`config.mk`:
```
export PLATFORM = sky130hd
export DESIGN_NAME = oscillator_freq_to_control_word
export DESIGN_NICKNAME = d
export VERILOG_FILES = /design/src/sv/ofcw_pkg.sv /design/src/sv/ofcw_front.sv /design/src/sv/ofcw_queue.sv /design/src/sv/ofcw_engine.sv /design/src/sv/oscillator_freq_to_control_word.sv
export SDC_FILE = /design/constraint.sdc
export NUM_CORES = 1
export LEC_CHECK = 0
export ABC_AREA = 1
export CORE_ASPECT_RATIO = 0.9
export CORE_MARGIN = 2
export CORE_UTILIZATION = 35
export CTS_BUF_LIST = sky130_fd_sc_hd__clkbuf_4
export DETAILED_ROUTE_END_ITERATION = 16
export DONT_BUFFER_PORTS = 1
export PLACE_DENSITY = 0.45
export SLEW_MARGIN = 40
export SYNTH_ARGS = -nofsm -noshare
export SYNTH_HDL_FRONTEND = slang
export SYNTH_SLANG_ARGS = --single-unit
```
`constraint.sdc`:
```
create_clock -name clk -period 3.9 [get_ports clk]
set_input_delay 0.78 -clock clk [delete_from_list [all_inputs] [get_ports clk]]
set_output_delay 0.78 -clock clk [all_outputs]
set_load 0.03 [all_outputs]
```
`src/sv/ofcw_pkg.sv`:
```
`timescale 1ns / 1ps
// Shared types, band table and codes for the oscillator control word converter.
// No dependencies; every other file imports this package.
package ofcw_pkg;

	localparam int FreqW   = 27;
	localparam int CodeW   = 10;
	localparam int OctW    = 4;
	localparam int WordW   = 16;
	localparam int CfgW    = 2;
	localparam int NumBands = 16;

	localparam int QueueDepthDef = 2;

	// Register index codes on the configuration port (paddr[2]).
	localparam logic RegLowCfg = 1'b0;

	// Job kinds decided by the front end.
	localparam logic [1:0] KindDirect = 2'd0;
	localparam logic [1:0] KindZero   = 2'd1;
	localparam logic [1:0] KindCalc   = 2'd2;

	localparam logic [11:0]      BaseFreq  = 12'd2078;
	localparam int               ShiftBase = 10;
	localparam logic [CodeW-1:0] CodeMax   = 10'd1023;
	// Quotient bits needed to see anything above CodeMax.
	localparam int               DivSteps  = CodeW + 1;

	// Band bounds, lower inclusive and upper exclusive, indexed by octave.
	localparam logic [FreqW-1:0] BandLow [NumBands] = '{
		27'd1039,    27'd2078,    27'd4156,    27'd8312,
		27'd16620,   27'd33250,   27'd66500,   27'd133000,
		27'd266000,  27'd532000,  27'd1064000, 27'd2128000,
		27'd4256000, 27'd8511000, 27'd17020000, 27'd34050000
	};
	localparam logic [FreqW-1:0] BandHigh [NumBands] = '{
		27'd2076,    27'd4152,    27'd8304,    27'd16610,
		27'd33220,   27'd66430,   27'd132900,  27'd265700,
		27'd531400,  27'd1063000, 27'd2126000, 27'd4252000,
		27'd8503000, 27'd17010000, 27'd34010000, 27'd68030000
	};

	typedef struct packed {
		logic             operation;
		logic [FreqW-1:0] frequency_hz;
		logic [CodeW-1:0] direct_code;
		logic [OctW-1:0]  direct_octave;
	} in_item_t;

	typedef struct packed {
		logic [WordW-1:0] control_word;
		logic [OctW-1:0]  octave_used;
		logic [CodeW-1:0] code_used;
		logic             octave_error;
		logic             code_error;
	} out_item_t;

	typedef struct packed {
		logic [1:0]       kind;
		logic [FreqW-1:0] freq;
		logic [OctW-1:0]  octave;
		logic [CodeW-1:0] code;
		logic             oct_err;
	} job_t;

endpackage

```
`src/sv/ofcw_front.sv`:
```
`timescale 1ns / 1ps
// Front end: takes a command beat, finds the octave band and classifies the job.
// Depends on ofcw_pkg.
module ofcw_front (
	input  logic              clk,
	input  logic              arst_n,
	input  logic              start,
	input  ofcw_pkg::in_item_t cmd,
	input  logic              q_full,
	output logic              busy,
	output logic              push,
	output ofcw_pkg::job_t    job,
	output logic [ofcw_pkg::OctW-1:0] held_octave
);
	import ofcw_pkg::*;

	logic [OctW-1:0] held_q;
	logic            hit;
	logic [OctW-1:0] band;

	assign busy = q_full;
	assign push = start & ~q_full;
	assign held_octave = held_q;

	// Highest matching band wins; bands do not overlap anyway.
	always_comb begin
		hit  = 1'b0;
		band = '0;
		for (int i = 0; i < NumBands; i++) begin
			if (cmd.frequency_hz >= BandLow[i] && cmd.frequency_hz < BandHigh[i]) begin
				hit  = 1'b1;
				band = OctW'(i);
			end
		end
	end

	always_comb begin
		job.freq    = cmd.frequency_hz;
		job.code    = cmd.direct_code;
		job.oct_err = ~cmd.operation & ~hit;
		if (cmd.operation) begin
			job.kind   = KindDirect;
			job.octave = cmd.direct_octave;
		end else begin
			job.kind   = (cmd.frequency_hz == '0) ? KindZero : KindCalc;
			job.octave = hit ? band : held_q;
		end
	end

	always_ff @(posedge clk or negedge arst_n) begin
		if (!arst_n) begin
			held_q <= '0;
		end else if (push) begin
			held_q <= job.octave;
		end
	end

endmodule

```
`src/sv/ofcw_queue.sv`:
```
`timescale 1ns / 1ps
// Small register FIFO of jobs between front end and engine.
// Depends on ofcw_pkg.
module ofcw_queue #(
	parameter int DEPTH = ofcw_pkg::QueueDepthDef  // 2 or more
) (
	input  logic           clk,
	input  logic           arst_n,
	input  logic           push,
	input  ofcw_pkg::job_t din,
	input  logic           pop,
	output ofcw_pkg::job_t dout,
	output logic           empty,
	output logic           full
);
	import ofcw_pkg::*;

	localparam int IdxW = $clog2(DEPTH);
	localparam int CntW = $clog2(DEPTH + 1);

	job_t            mem_q [DEPTH];
	logic [IdxW-1:0] wr_ptr_q;
	logic [IdxW-1:0] rd_ptr_q;
	logic [CntW-1:0] cnt_q;

	assign empty = (cnt_q == '0);
	assign full  = (cnt_q == CntW'(DEPTH));
	assign dout  = mem_q[rd_ptr_q];

	always_ff @(posedge clk) begin
		if (push) begin
			mem_q[wr_ptr_q] <= din;
		end
	end

	always_ff @(posedge clk or negedge arst_n) begin
		if (!arst_n) begin
			wr_ptr_q <= '0;
			rd_ptr_q <= '0;
			cnt_q    <= '0;
		end else begin
			if (push) begin
				wr_ptr_q <= (wr_ptr_q == IdxW'(DEPTH - 1)) ? '0 : wr_ptr_q + 1'b1;
			end
			if (pop) begin
				rd_ptr_q <= (rd_ptr_q == IdxW'(DEPTH - 1)) ? '0 : rd_ptr_q + 1'b1;
			end
			if (push && !pop) begin
				cnt_q <= cnt_q + 1'b1;
			end else if (pop && !push) begin
				cnt_q <= cnt_q - 1'b1;
			end
		end
	end

endmodule

```
`src/sv/ofcw_engine.sv`:
```
`timescale 1ns / 1ps
// Back end: pops a job, computes the rounded code with a restoring divider
// and strobes the packed result. Depends on ofcw_pkg.
module ofcw_engine (
	input  logic                      clk,
	input  logic                      arst_n,
	input  ofcw_pkg::job_t            job,
	input  logic                      empty,
	input  logic [ofcw_pkg::CfgW-1:0] low_cfg,
	output logic                      pop,
	output logic                      result_valid,
	output ofcw_pkg::out_item_t       result
);
	import ofcw_pkg::*;

	localparam logic [2:0] S_IDLE = 3'd0;
	localparam logic [2:0] S_DIFF = 3'd1;
	localparam logic [2:0] S_MAG  = 3'd2;
	localparam logic [2:0] S_SUM  = 3'd3;
	localparam logic [2:0] S_OVF  = 3'd4;
	localparam logic [2:0] S_DIV  = 3'd5;

	localparam int VW = FreqW + 12;  // signed difference 2048*f - N
	localparam int RW = VW + 1;      // remainder 2*|v| + f

	logic [2:0]       state_q;
	logic [FreqW-1:0] f_q;
	logic [OctW-1:0]  oct_q;
	logic             oerr_q;
	logic [VW-1:0]    v_q;
	logic             neg_q;
	logic [RW-1:0]    rem_q;
	logic [RW-1:0]    dsh_q;
	logic [DivSteps-1:0] quo_q;
	logic [3:0]       step_q;
	logic             done_q;
	out_item_t        res_q;

	logic [VW-1:0]       n_val;
	logic [VW-1:0]       v_neg;
	logic                ge;
	logic [DivSteps-1:0] qn;
	logic                ovf_now;
	logic [CodeW-1:0]    fin_code;
	logic                fin_cerr;
	logic [CodeW-1:0]    sat_code;

	function automatic out_item_t pack_result(logic [OctW-1:0] oct, logic [CodeW-1:0] code,
	                                          logic oerr, logic cerr, logic [CfgW-1:0] cfg);
		out_item_t r;
		r.control_word = {oct, code, cfg};
		r.octave_used  = oct;
		r.code_used    = code;
		r.octave_error = oerr;
		r.code_error   = cerr;
		return r;
	endfunction

	assign pop          = (state_q == S_IDLE) & ~empty;
	assign result_valid = done_q;
	assign result       = res_q;

	always_comb begin
		n_val   = VW'(BaseFreq) << (ShiftBase + int'(oct_q));
		v_neg   = -v_q;
		ge      = (rem_q >= dsh_q);
		qn      = {quo_q[DivSteps-2:0], ge};
		ovf_now = (rem_q >= {1'b0, f_q, 12'b0});
		sat_code = neg_q ? '0 : CodeMax;
		if (neg_q) begin
			fin_code = '0;
			fin_cerr = (qn != '0);
		end else if (qn > DivSteps'(CodeMax)) begin
			fin_code = CodeMax;
			fin_cerr = 1'b1;
		end else begin
			fin_code = qn[CodeW-1:0];
			fin_cerr = 1'b0;
		end
	end

	always_ff @(posedge clk or negedge arst_n) begin
		if (!arst_n) begin
			state_q <= S_IDLE;
			step_q  <= '0;
			done_q  <= 1'b0;
			f_q     <= '0;
			oct_q   <= '0;
			oerr_q  <= 1'b0;
			v_q     <= '0;
			neg_q   <= 1'b0;
			rem_q   <= '0;
			dsh_q   <= '0;
			quo_q   <= '0;
			res_q   <= '0;
		end else begin
			done_q <= 1'b0;
			case (state_q)
				S_IDLE: begin
					if (!empty) begin
						f_q    <= job.freq;
						oct_q  <= job.octave;
						oerr_q <= job.oct_err;
						case (job.kind)
							KindDirect: begin
								res_q  <= pack_result(job.octave, job.code, 1'b0, 1'b0, low_cfg);
								done_q <= 1'b1;
							end
							KindZero: begin
								res_q  <= pack_result(job.octave, '0, job.oct_err, 1'b1, low_cfg);
								done_q <= 1'b1;
							end
							default: begin
								state_q <= S_DIFF;
							end
						endcase
					end
				end
				S_DIFF: begin
					v_q     <= {1'b0, f_q, 11'b0} - n_val;
					state_q <= S_MAG;
				end
				S_MAG: begin
					neg_q   <= v_q[VW-1];
					rem_q   <= {2'b0, (v_q[VW-1] ? v_neg[VW-2:0] : v_q[VW-2:0])};
					state_q <= S_SUM;
				end
				S_SUM: begin
					rem_q   <= {rem_q[RW-2:0], 1'b0} + RW'(f_q);
					dsh_q   <= {2'b0, f_q, 11'b0};
					state_q <= S_OVF;
				end
				S_OVF: begin
					quo_q  <= '0;
					step_q <= 4'(DivSteps - 1);
					if (ovf_now) begin
						// Quotient is far beyond the code range: saturate now.
						res_q   <= pack_result(oct_q, sat_code, oerr_q, 1'b1, low_cfg);
						done_q  <= 1'b1;
						state_q <= S_IDLE;
					end else begin
						state_q <= S_DIV;
					end
				end
				S_DIV: begin
					if (ge) begin
						rem_q <= rem_q - dsh_q;
					end
					quo_q  <= qn;
					dsh_q  <= dsh_q >> 1;
					step_q <= step_q - 1'b1;
					if (step_q == '0) begin
						res_q   <= pack_result(oct_q, fin_code, oerr_q, fin_cerr, low_cfg);
						done_q  <= 1'b1;
						state_q <= S_IDLE;
					end
				end
				default: begin
					state_q <= S_IDLE;
				end
			endcase
		end
	end

endmodule

```
`src/sv/oscillator_freq_to_control_word.sv`:
```
`timescale 1ns / 1ps
// Top level of the oscillator control word converter: APB register, front end,
// job queue and divider engine. Depends on ofcw_pkg and the ofcw_* modules.
//
// Issue a command by raising start with cmd while busy is low; that edge takes the
// beat. Each command gives exactly one result beat, shown on result for one cycle
// with result_valid high; the receiver cannot stall, so sample it on that cycle.
// The front end picks the octave from the band table and updates the held octave
// in the same cycle, then parks the job in a QUEUE_DEPTH-entry queue; busy is high
// only while that queue is full. The engine pops one job at a time. Direct-mode
// commands and zero frequency are packed and strobed as soon as they are popped;
// a computed code passes the pop into the engine, three set-up states that form
// 2*|2048*f - N| + f, one overflow check that saturates a quotient far out of
// range at once, and the 11-step restoring divider (one quotient bit per cycle).
// The engine takes a new direct or zero job every cycle while the queue holds
// one, but takes no new job before a computed code is done. The low configuration
// bits sit at byte address 0 and are sampled when the result is formed; write
// them only while idle.
module oscillator_freq_to_control_word #(
	parameter int QUEUE_DEPTH = ofcw_pkg::QueueDepthDef
) (
	input  logic                 clk,
	input  logic                 arst_n,
	// command channel
	input  logic                 start,
	input  ofcw_pkg::in_item_t   cmd,
	output logic                 busy,
	// result channel
	output logic                 result_valid,
	output ofcw_pkg::out_item_t  result,
	// configuration port
	input  logic                 psel,
	input  logic                 penable,
	input  logic                 pwrite,
	input  logic [2:0]           paddr,
	input  logic [31:0]          pwdata,
	output logic [31:0]          prdata,
	output logic                 pready
);
	import ofcw_pkg::*;

	logic [CfgW-1:0] low_cfg_q;
	logic            cfg_wr;
	logic            push;
	logic            pop;
	logic            q_empty;
	logic            q_full;
	job_t            job_in;
	job_t            job_out;
	logic [OctW-1:0] held_octave;

	// Register file: one 2-bit register; other addresses read zero and drop writes.
	assign pready = 1'b1;
	assign cfg_wr = psel & penable & pwrite & pready & (paddr[2] == RegLowCfg);
	assign prdata = (paddr[2] == RegLowCfg) ? {30'b0, low_cfg_q} : '0;

	always_ff @(posedge clk or negedge arst_n) begin
		if (!arst_n) begin
			low_cfg_q <= '0;
		end else if (cfg_wr) begin
			low_cfg_q <= pwdata[CfgW-1:0];
		end
	end

	// Classify and band-search each command beat.
	ofcw_front u_front (
		.clk        (clk),
		.arst_n     (arst_n),
		.start      (start),
		.cmd        (cmd),
		.q_full     (q_full),
		.busy       (busy),
		.push       (push),
		.job        (job_in),
		.held_octave(held_octave)
	);

	// Hold jobs while the engine grinds through a division.
	ofcw_queue #(
		.DEPTH(QUEUE_DEPTH)
	) u_queue (
		.clk   (clk),
		.arst_n(arst_n),
		.push  (push),
		.din   (job_in),
		.pop   (pop),
		.dout  (job_out),
		.empty (q_empty),
		.full  (q_full)
	);

	// Compute the code and pack the word.
	ofcw_engine u_engine (
		.clk         (clk),
		.arst_n      (arst_n),
		.job         (job_out),
		.empty       (q_empty),
		.low_cfg     (low_cfg_q),
		.pop         (pop),
		.result_valid(result_valid),
		.result      (result)
	);

	// A saturated code sits at one of the two range ends.
	assert property (@(posedge clk) disable iff (!arst_n)
		result_valid && result.code_error |->
			(result.code_used == '0 || result.code_used == CodeMax))
		else $error("saturated code not at a range end");

	// The word carries the reported octave and code.
	assert property (@(posedge clk) disable iff (!arst_n)
		result_valid |-> (result.control_word[15:12] == result.octave_used &&
		                  result.control_word[11:2] == result.code_used))
		else $error("control word fields disagree with reported octave and code");

	// A direct command sets the held octave for the next computed command.
	assert property (@(posedge clk) disable iff (!arst_n)
		start && !busy && cmd.operation |=> held_octave == $past(cmd.direct_octave))
		else $error("held octave not taken from direct command");

endmodule
```
# Yosys cells after proc, flatten, opt, wreduce, memory -nomap -nowiden
# Memories as Yosys holds them, arrays and structs flattened.
# Cells that the tools add are included.
word_totals:
  memories: 1
  ramBits: 88
  output_inout_bits: 67
  register_bits: 212
  in_bits: 83
  word_cells: 196
classes:
  reduce_logical: 36
  add_sub_neg: 10
  shifts: 1
  order_cmp: 35
  n_bitwise: 11
  n_mux: 68
  eq_ne: 13
mem_list:
  columns: ["memory", "words", "width", "rd", "rd_clocked_by_memory_dff", "write_ports", "line", "rtl"]
  rows:
  - ["u_queue.mem_q", 2, 44, 1, 0, 1, "ofcw_queue.sv:21", "job_t mem_q [DEPTH];"]
ops:
  columns: ["cell", "count"]
  rows:
  - ["$pmux W40 S3", 1]
  - ["$mux W32", 3]
  - ["$pmux W32 S3", 1]
  - ["$pmux W40 S2", 1]
  - ["$pmux W32 S2", 1]
  - ["$add A40 B27 Y40", 1]
  - ["$ge A40 B39 Y1", 1]
  - ["$ge A40 B40 Y1", 1]
  - ["$mux W4", 10]
  - ["$mux W40", 1]
  - ["$sub A40 B40 Y40", 1]
  - ["$shl A12 B32 Y39 const A", 1]
  - ["$sub A38 B39 Y39", 1]
  - ["$mux W38", 1]
  - ["$neg A38 Y38", 1]
  - ["$mux W10", 3]
  - ["$ge A27 B11 Y1 const B", 1]
  - ["$ge A27 B12 Y1 const B", 1]
  - ["$ge A27 B13 Y1 const B", 1]
  - ["$ge A27 B14 Y1 const B", 1]
  - ["$ge A27 B15 Y1 const B", 1]
  - ["$ge A27 B16 Y1 const B", 1]
  - ["$ge A27 B17 Y1 const B", 1]
  - ["$ge A27 B18 Y1 const B", 1]
  - ["60 further kinds", 137]

# Longest topological paths before layout
logic_depth:
  depth_word: 20
  depth_mapped: 22
  ltp_nobuf: 21

# By module
# From an unflattened synthesis, not the netlist that was laid out.
unflattened:
  cells_unflattened: 3807
  area_unflattened_um2: 24942.7
by_module_without_submodules:
  columns: ["mod", "area_each_um2", "n_inst", "seq_area_each_um2", "cells_per_inst"]
  rows:
  - ["ofcw_engine", 18456.5, 1, 4629.4, 3083]
  - ["ofcw_queue", 3582.2, 1, 2742.6, 162]
  - ["ofcw_front", 2552.4, 1, 100.1, 512]
  - ["oscillator_freq_to_control_word", 351.6, 1, 50.0, 50]

# Worst setup path after synthesis
# No wires, ideal clock.
synth_timing:
  path_kind: "register to register"
  start: "register u_engine.oct_q[1]"
  end: "register u_engine.v_q[33]"
  arrival_ns: 3.177
  required_ns: 3.766
  setup_ns: 0.134
  setup_slack_ns: 0.589
  synth_period_minus_slack_ns: 3.311
  path_stages_with_launch: 18
  cell_sequence: "dfrtp_1 -> ha_1 -> ha_1 -> inv_1 -> clkbuf_1 -> nor2_1 -> or2_2 -> nand2_1 -> ha_1 -> a21oi_1 -> o21ai_0 -> inv_1 -> o21ai_0 -> a211oi_1 -> nand2_1 -> or2_2 -> nand3_1 -> o21ai_0"
synth_via:
  elab_chain_len: 3
synth_rtl:
  columns: ["element", "line", "rtl"]
  rows:
  - ["start, declared", "ofcw_engine.sv:28", "logic [OctW-1:0] oct_q;"]
  - ["start signal, assigned", "ofcw_engine.sv:102", "oct_q <= job.octave;"]
  - ["$add A4 B4 Y5", "ofcw_engine.sv:64", "n_val = VW'(BaseFreq) << (ShiftBase + int'(oct_q));"]
  - ["$shl A12 B32 Y39", "ofcw_engine.sv:64", null]
  - ["$sub A38 B39 Y39", "ofcw_engine.sv:120", "v_q <= {1'b0, f_q, 11'b0} - n_val;"]
  - ["end signal, assigned", "ofcw_engine.sv:120", null]
  - ["end, declared", "ofcw_engine.sv:30", "logic [VW-1:0] v_q;"]
# No other way between the ends.
# A chain may end at the register's enable or synchronous reset.

# Worst setup path after layout
layout_timing:
  start: "register u_engine.oct_q[2]"
  end: "register u_engine.v_q[33]"
# Same word-level chain as after synthesis.

==> insert_results.sql <==
INSERT INTO impl_metrics (metric_group, metric, value, unit) VALUES
('timing', 'final.setup.tns', '0', 'ns'),
('timing', 'setup-violations-final', '0', ''),
('clock_tree', 'clk_pin_slew_worst_paths', '0.07', 'ns'),
('floorplan', 'floorplan.die.height', '245.3', 'um'),
('synthesis', 'ys_seq_area_share', '33.22', '%'),
('clock_tree', 'cts_max_path_buffers', '3', ''),
('route', 'final_antenna_net_count', '0', ''),
('layout', 'nets', '3640', ''),
('timing', 'period_needed', '3.630', 'ns'),
('global_route', 'grt_start_max_net_pins', '196', ''),
('route', 'drt_iter0_drc', '1632', ''),
('clock_tree', 'holdBufCountCts', '40', ''),
('synthesis', 'postSynth.topFlopCell', 'dfrtp_1', ''),
('synthesis', 'largest_area_contributor_in_the_synthesized_netlist', 'dfrtp_1', ''),
('route', 'vias_cell', '5.265', ''),
('synthesis', 'synth.avg_cell_area', '6.777', 'um2'),
('layout', 'layoutNonFillerInstCount', '4350', ''),
('synthesis', 'count_of_state_elements_after_synthesis', '283', ''),
('critical_path', 'worst-setup-path-type', 'register to register', ''),
('critical_path', 'worst_ep_required_time', '4.60', 'ns'),
('place', 'post_dp_cell_area', '23650', 'um2'),
('floorplan', 'core_area', '64080', 'um2'),
('clock_tree', 'cts_tree', 'yes', ''),
('critical_path', 'cp_max_fo', '7', ''),
('power_and_ir_drop', 'vdd.ir_drop.worst', '0.5162', 'mV'),
('power_and_ir_drop', 'internal_cell_power', '11640', 'uW'),
('synthesis', 'syn_area', '22640', 'um2'),
('synthesis', 'synthTopCellsByArea', 'dfrtp_1 (22%), nand2_1 (13%), edfxtp_1 (12%), ha_1 (7.0%), nor2_1 (6.9%)', ''),
('route', 'post_drt_wl_per_cell', '21.00', 'um'),
('power_and_ir_drop', 'share_seq_of_total_power', '21.6', '%'),
('layout', 'final_layout_size_suffix_gt1_share', '9.276', '%'),
('critical_path', 'worst-endpoint-arrival', '4.33', 'ns'),
('timing', 'drv_slew', '0', ''),
('power_and_ir_drop', 'net-switching-power', '15500', 'uW'),
('timing', 'maximum_achievable_frequency', '275.5', 'MHz'),
('critical_path', 'regToRegStartpoint', 'u_engine.oct_q[2]', ''),
('clock_tree', 'clkSinkCount', '283', ''),
('place', 'total_placed_cells_including_tap_cells', '4158', ''),
('floorplan', 'starting_density_of_the_core', '35.33', '%'),
('power_and_ir_drop', 'netSwitchingFraction', '57.12', '%'),
('route', 'routed-via-count', '22903', ''),
('timing', 'fin_worst_hold_slack', '-0.3675', 'ns'),
('power_and_ir_drop', 'p_comb_share', '67.3', '%'),
('flow_run', 'maxCapViolCount', '0', ''),
('hold_path', 'timing.hold.worst.class', 'primary input to asynchronous set/reset pin', ''),
('global_route', 'number_of_antenna_violations_at_the_first_check_in_global_routing', '4', ''),
('place', 'place_worst_setup_slack', '0.1360', 'ns'),
('place', 'port-buffer-count', '0', ''),
('timing', 'max_slew.worst_pin.slew', '0.7943', 'ns'),
('timing', 'min_period_over_period', '93.07', '%'),
('power_and_ir_drop', 'power.share.clock', '11.1', '%'),
('floorplan', 'std_cell_rows', '88', ''),
('clock_tree', 'cts_made_buffers', '84', ''),
('timing', 'relSlewSlack', '46.99', '%'),
('synthesis', 'synth_enable_flop_cells', '88', ''),
('outcome', 'status', 'finished, violations left', ''),
('global_route', 'first_pass_grt_wire_length', '137600', 'um'),
('timing', 'final_critical_path_setup_slack', '0.2703', 'ns'),
('power_and_ir_drop', 'p_leak', '0.01165', 'uW'),
('critical_path', 'crit_path_start_kind', 'register', ''),
('floorplan', 'area_of_the_die', '66750', 'um2'),
('place', 'gp_congestion', '0.9502', ''),
('critical_path', 'crit_path_end_kind', 'register', ''),
('outcome', 'violations_in_the_final_reports', 'negative hold slack', ''),
('clock_tree', 'clock_latency', '0.89', 'ns'),
('timing', 'final_report_hold_violation_count', '195', ''),
('floorplan', 'boundaryPins', '150', ''),
('critical_path', 'reg2regPathDepth', '17', ''),
('place', 'dpl.hpwl', '72380', 'um'),
('global_route', 'first_global_vias', '22859', ''),
('synthesis', 'async_flop_share', '68.90', '%');
[critical path, cell delays in order, from the launching register on]
cell and delay [ns]:
dfrtp_2 0.45, ha_1 0.21, ha_1 0.33, inv_1 0.12
buf_4 0.18, a21oi_1 0.13, buf_4 0.17, nand2_1 0.07
ha_1 0.33, buf_4 0.16, nand2_1 0.11, o21ai_0 0.17
o21bai_1 0.25, a211oi_1 0.18, nand2_1 0.14, or2_2 0.29
nand3_1 0.06, o21ai_0 0.07
[sequential cells by signal, summed over array words and instances (netlist names), 2 cells and up]
signal / cells
u_queue.mem_q: 88
u_engine.rem_q: 40
u_engine.dsh_q: 38
u_engine.v_q: 38
u_engine.f_q: 27
u_engine.result: 18
u_engine.quo_q: 10
u_engine.oct_q: 4
u_engine.step_q: 4
u_front.held_octave: 4
u_engine.state_q: 3
low_cfg_q: 2
u_queue.cnt_q: 2
[cell families after synthesis]
logic type                 share of synthesized area, %
and+or+nand+nor                                   31.54
adders and majority gates                         7.139
xor gates and xnor gates                          1.083
AOI/OAI and AO/OA                                 16.94
other                                           0.03317
DFF                                               33.22
buffers and inverters                             9.957
muxes                                           0.08842
[cells in the final DEF (no fill, tap or decap), types with 22 or more instances in the layout]
master	instances
inv_1	386
nor3_1	67
a21oi_1	199
buf_4	56
nand4_1	47
clkbuf_4	129
o31ai_1	28
o21ai_1	34
nor2_1	409
dfrtp_1	194
nand3_1	236
o21ai_0	283
edfxtp_1	88
inv_2	25
conb_1	31
nand2_1	789
ha_1	123
or2_2	22
o22ai_1	28
dlygate4sd3_1	40
[worst max-delay path by stage]
stage / start / slack [ns] / endpoint / cells after the start
floorplan: u_engine.oct_q[1] / 0.59 / u_engine.v_q[33] / 17
global placement: u_engine.oct_q[2] / 0.18 / u_engine.v_q[37] / 16
detailed placement: u_engine.oct_q[2] / 0.14 / u_engine.v_q[36] / 18
CTS: u_engine.oct_q[2] / 0.04 / u_engine.v_q[36] / 18
global route: u_engine.oct_q[2] / 0.01 / u_engine.v_q[34] / 18
finish: u_engine.oct_q[2] / 0.27 / u_engine.v_q[33] / 17
[cell type report]
class	count	area (um2)
fill	7004	38820
multi-input combinational	2544	13080
sequential	283	7523
inverter	416	1562
tap	855	1070
clock buffer	129	968.4
timing repair buffer	100	900.9
clock inverter	21	152.6
antenna	2	5.005
[timing repair]
item	4_1_cts	5_1_grt
buffers inserted	0	0
setup endpoints to repair	0	11
endpoints found under the hold margin	273	195
resized for setup	0	22
[metrics by stage]
step,power (uW),utilization [%]
3_5_place_dp,23760,36.90
3_3_place_gp,23710,36.90
2_1_floorplan,17560,-
4_1_cts,26940,39.28
5_1_grt,29680,39.42
6_report,27130,39.42
[power by group through the flow]
stage          Clock [uW]  Combinational (uW)  Sequential (uW)
6_report             3000               18300             5860
3_5_place_dp            0               17900             5900
2_1_floorplan           0               12500             5100
5_1_grt              3280               20400             5980
3_3_place_gp            0               17800             5900
4_1_cts              3120               18000             5840
[routing by layer]
| layer | wire (um) | track usage (%) | vias to the layer above | part of all wire, % |
|---|---|---|---|---|
| met1 | 39560 | 33.77 | 10826 | 43 |
| met2 | 44350 | 47.85 | 584 | 49 |
| met3 | 3697 | 3.613 | 178 | 4.0 |
| met4 | 3747 | 11.49 | 0 | 4.1 |
| li1 | - | - | 11315 | - |
| met5 | 0 | 0 | - | 0 |
No activity file was read; power rests on OpenSTA's default activity.
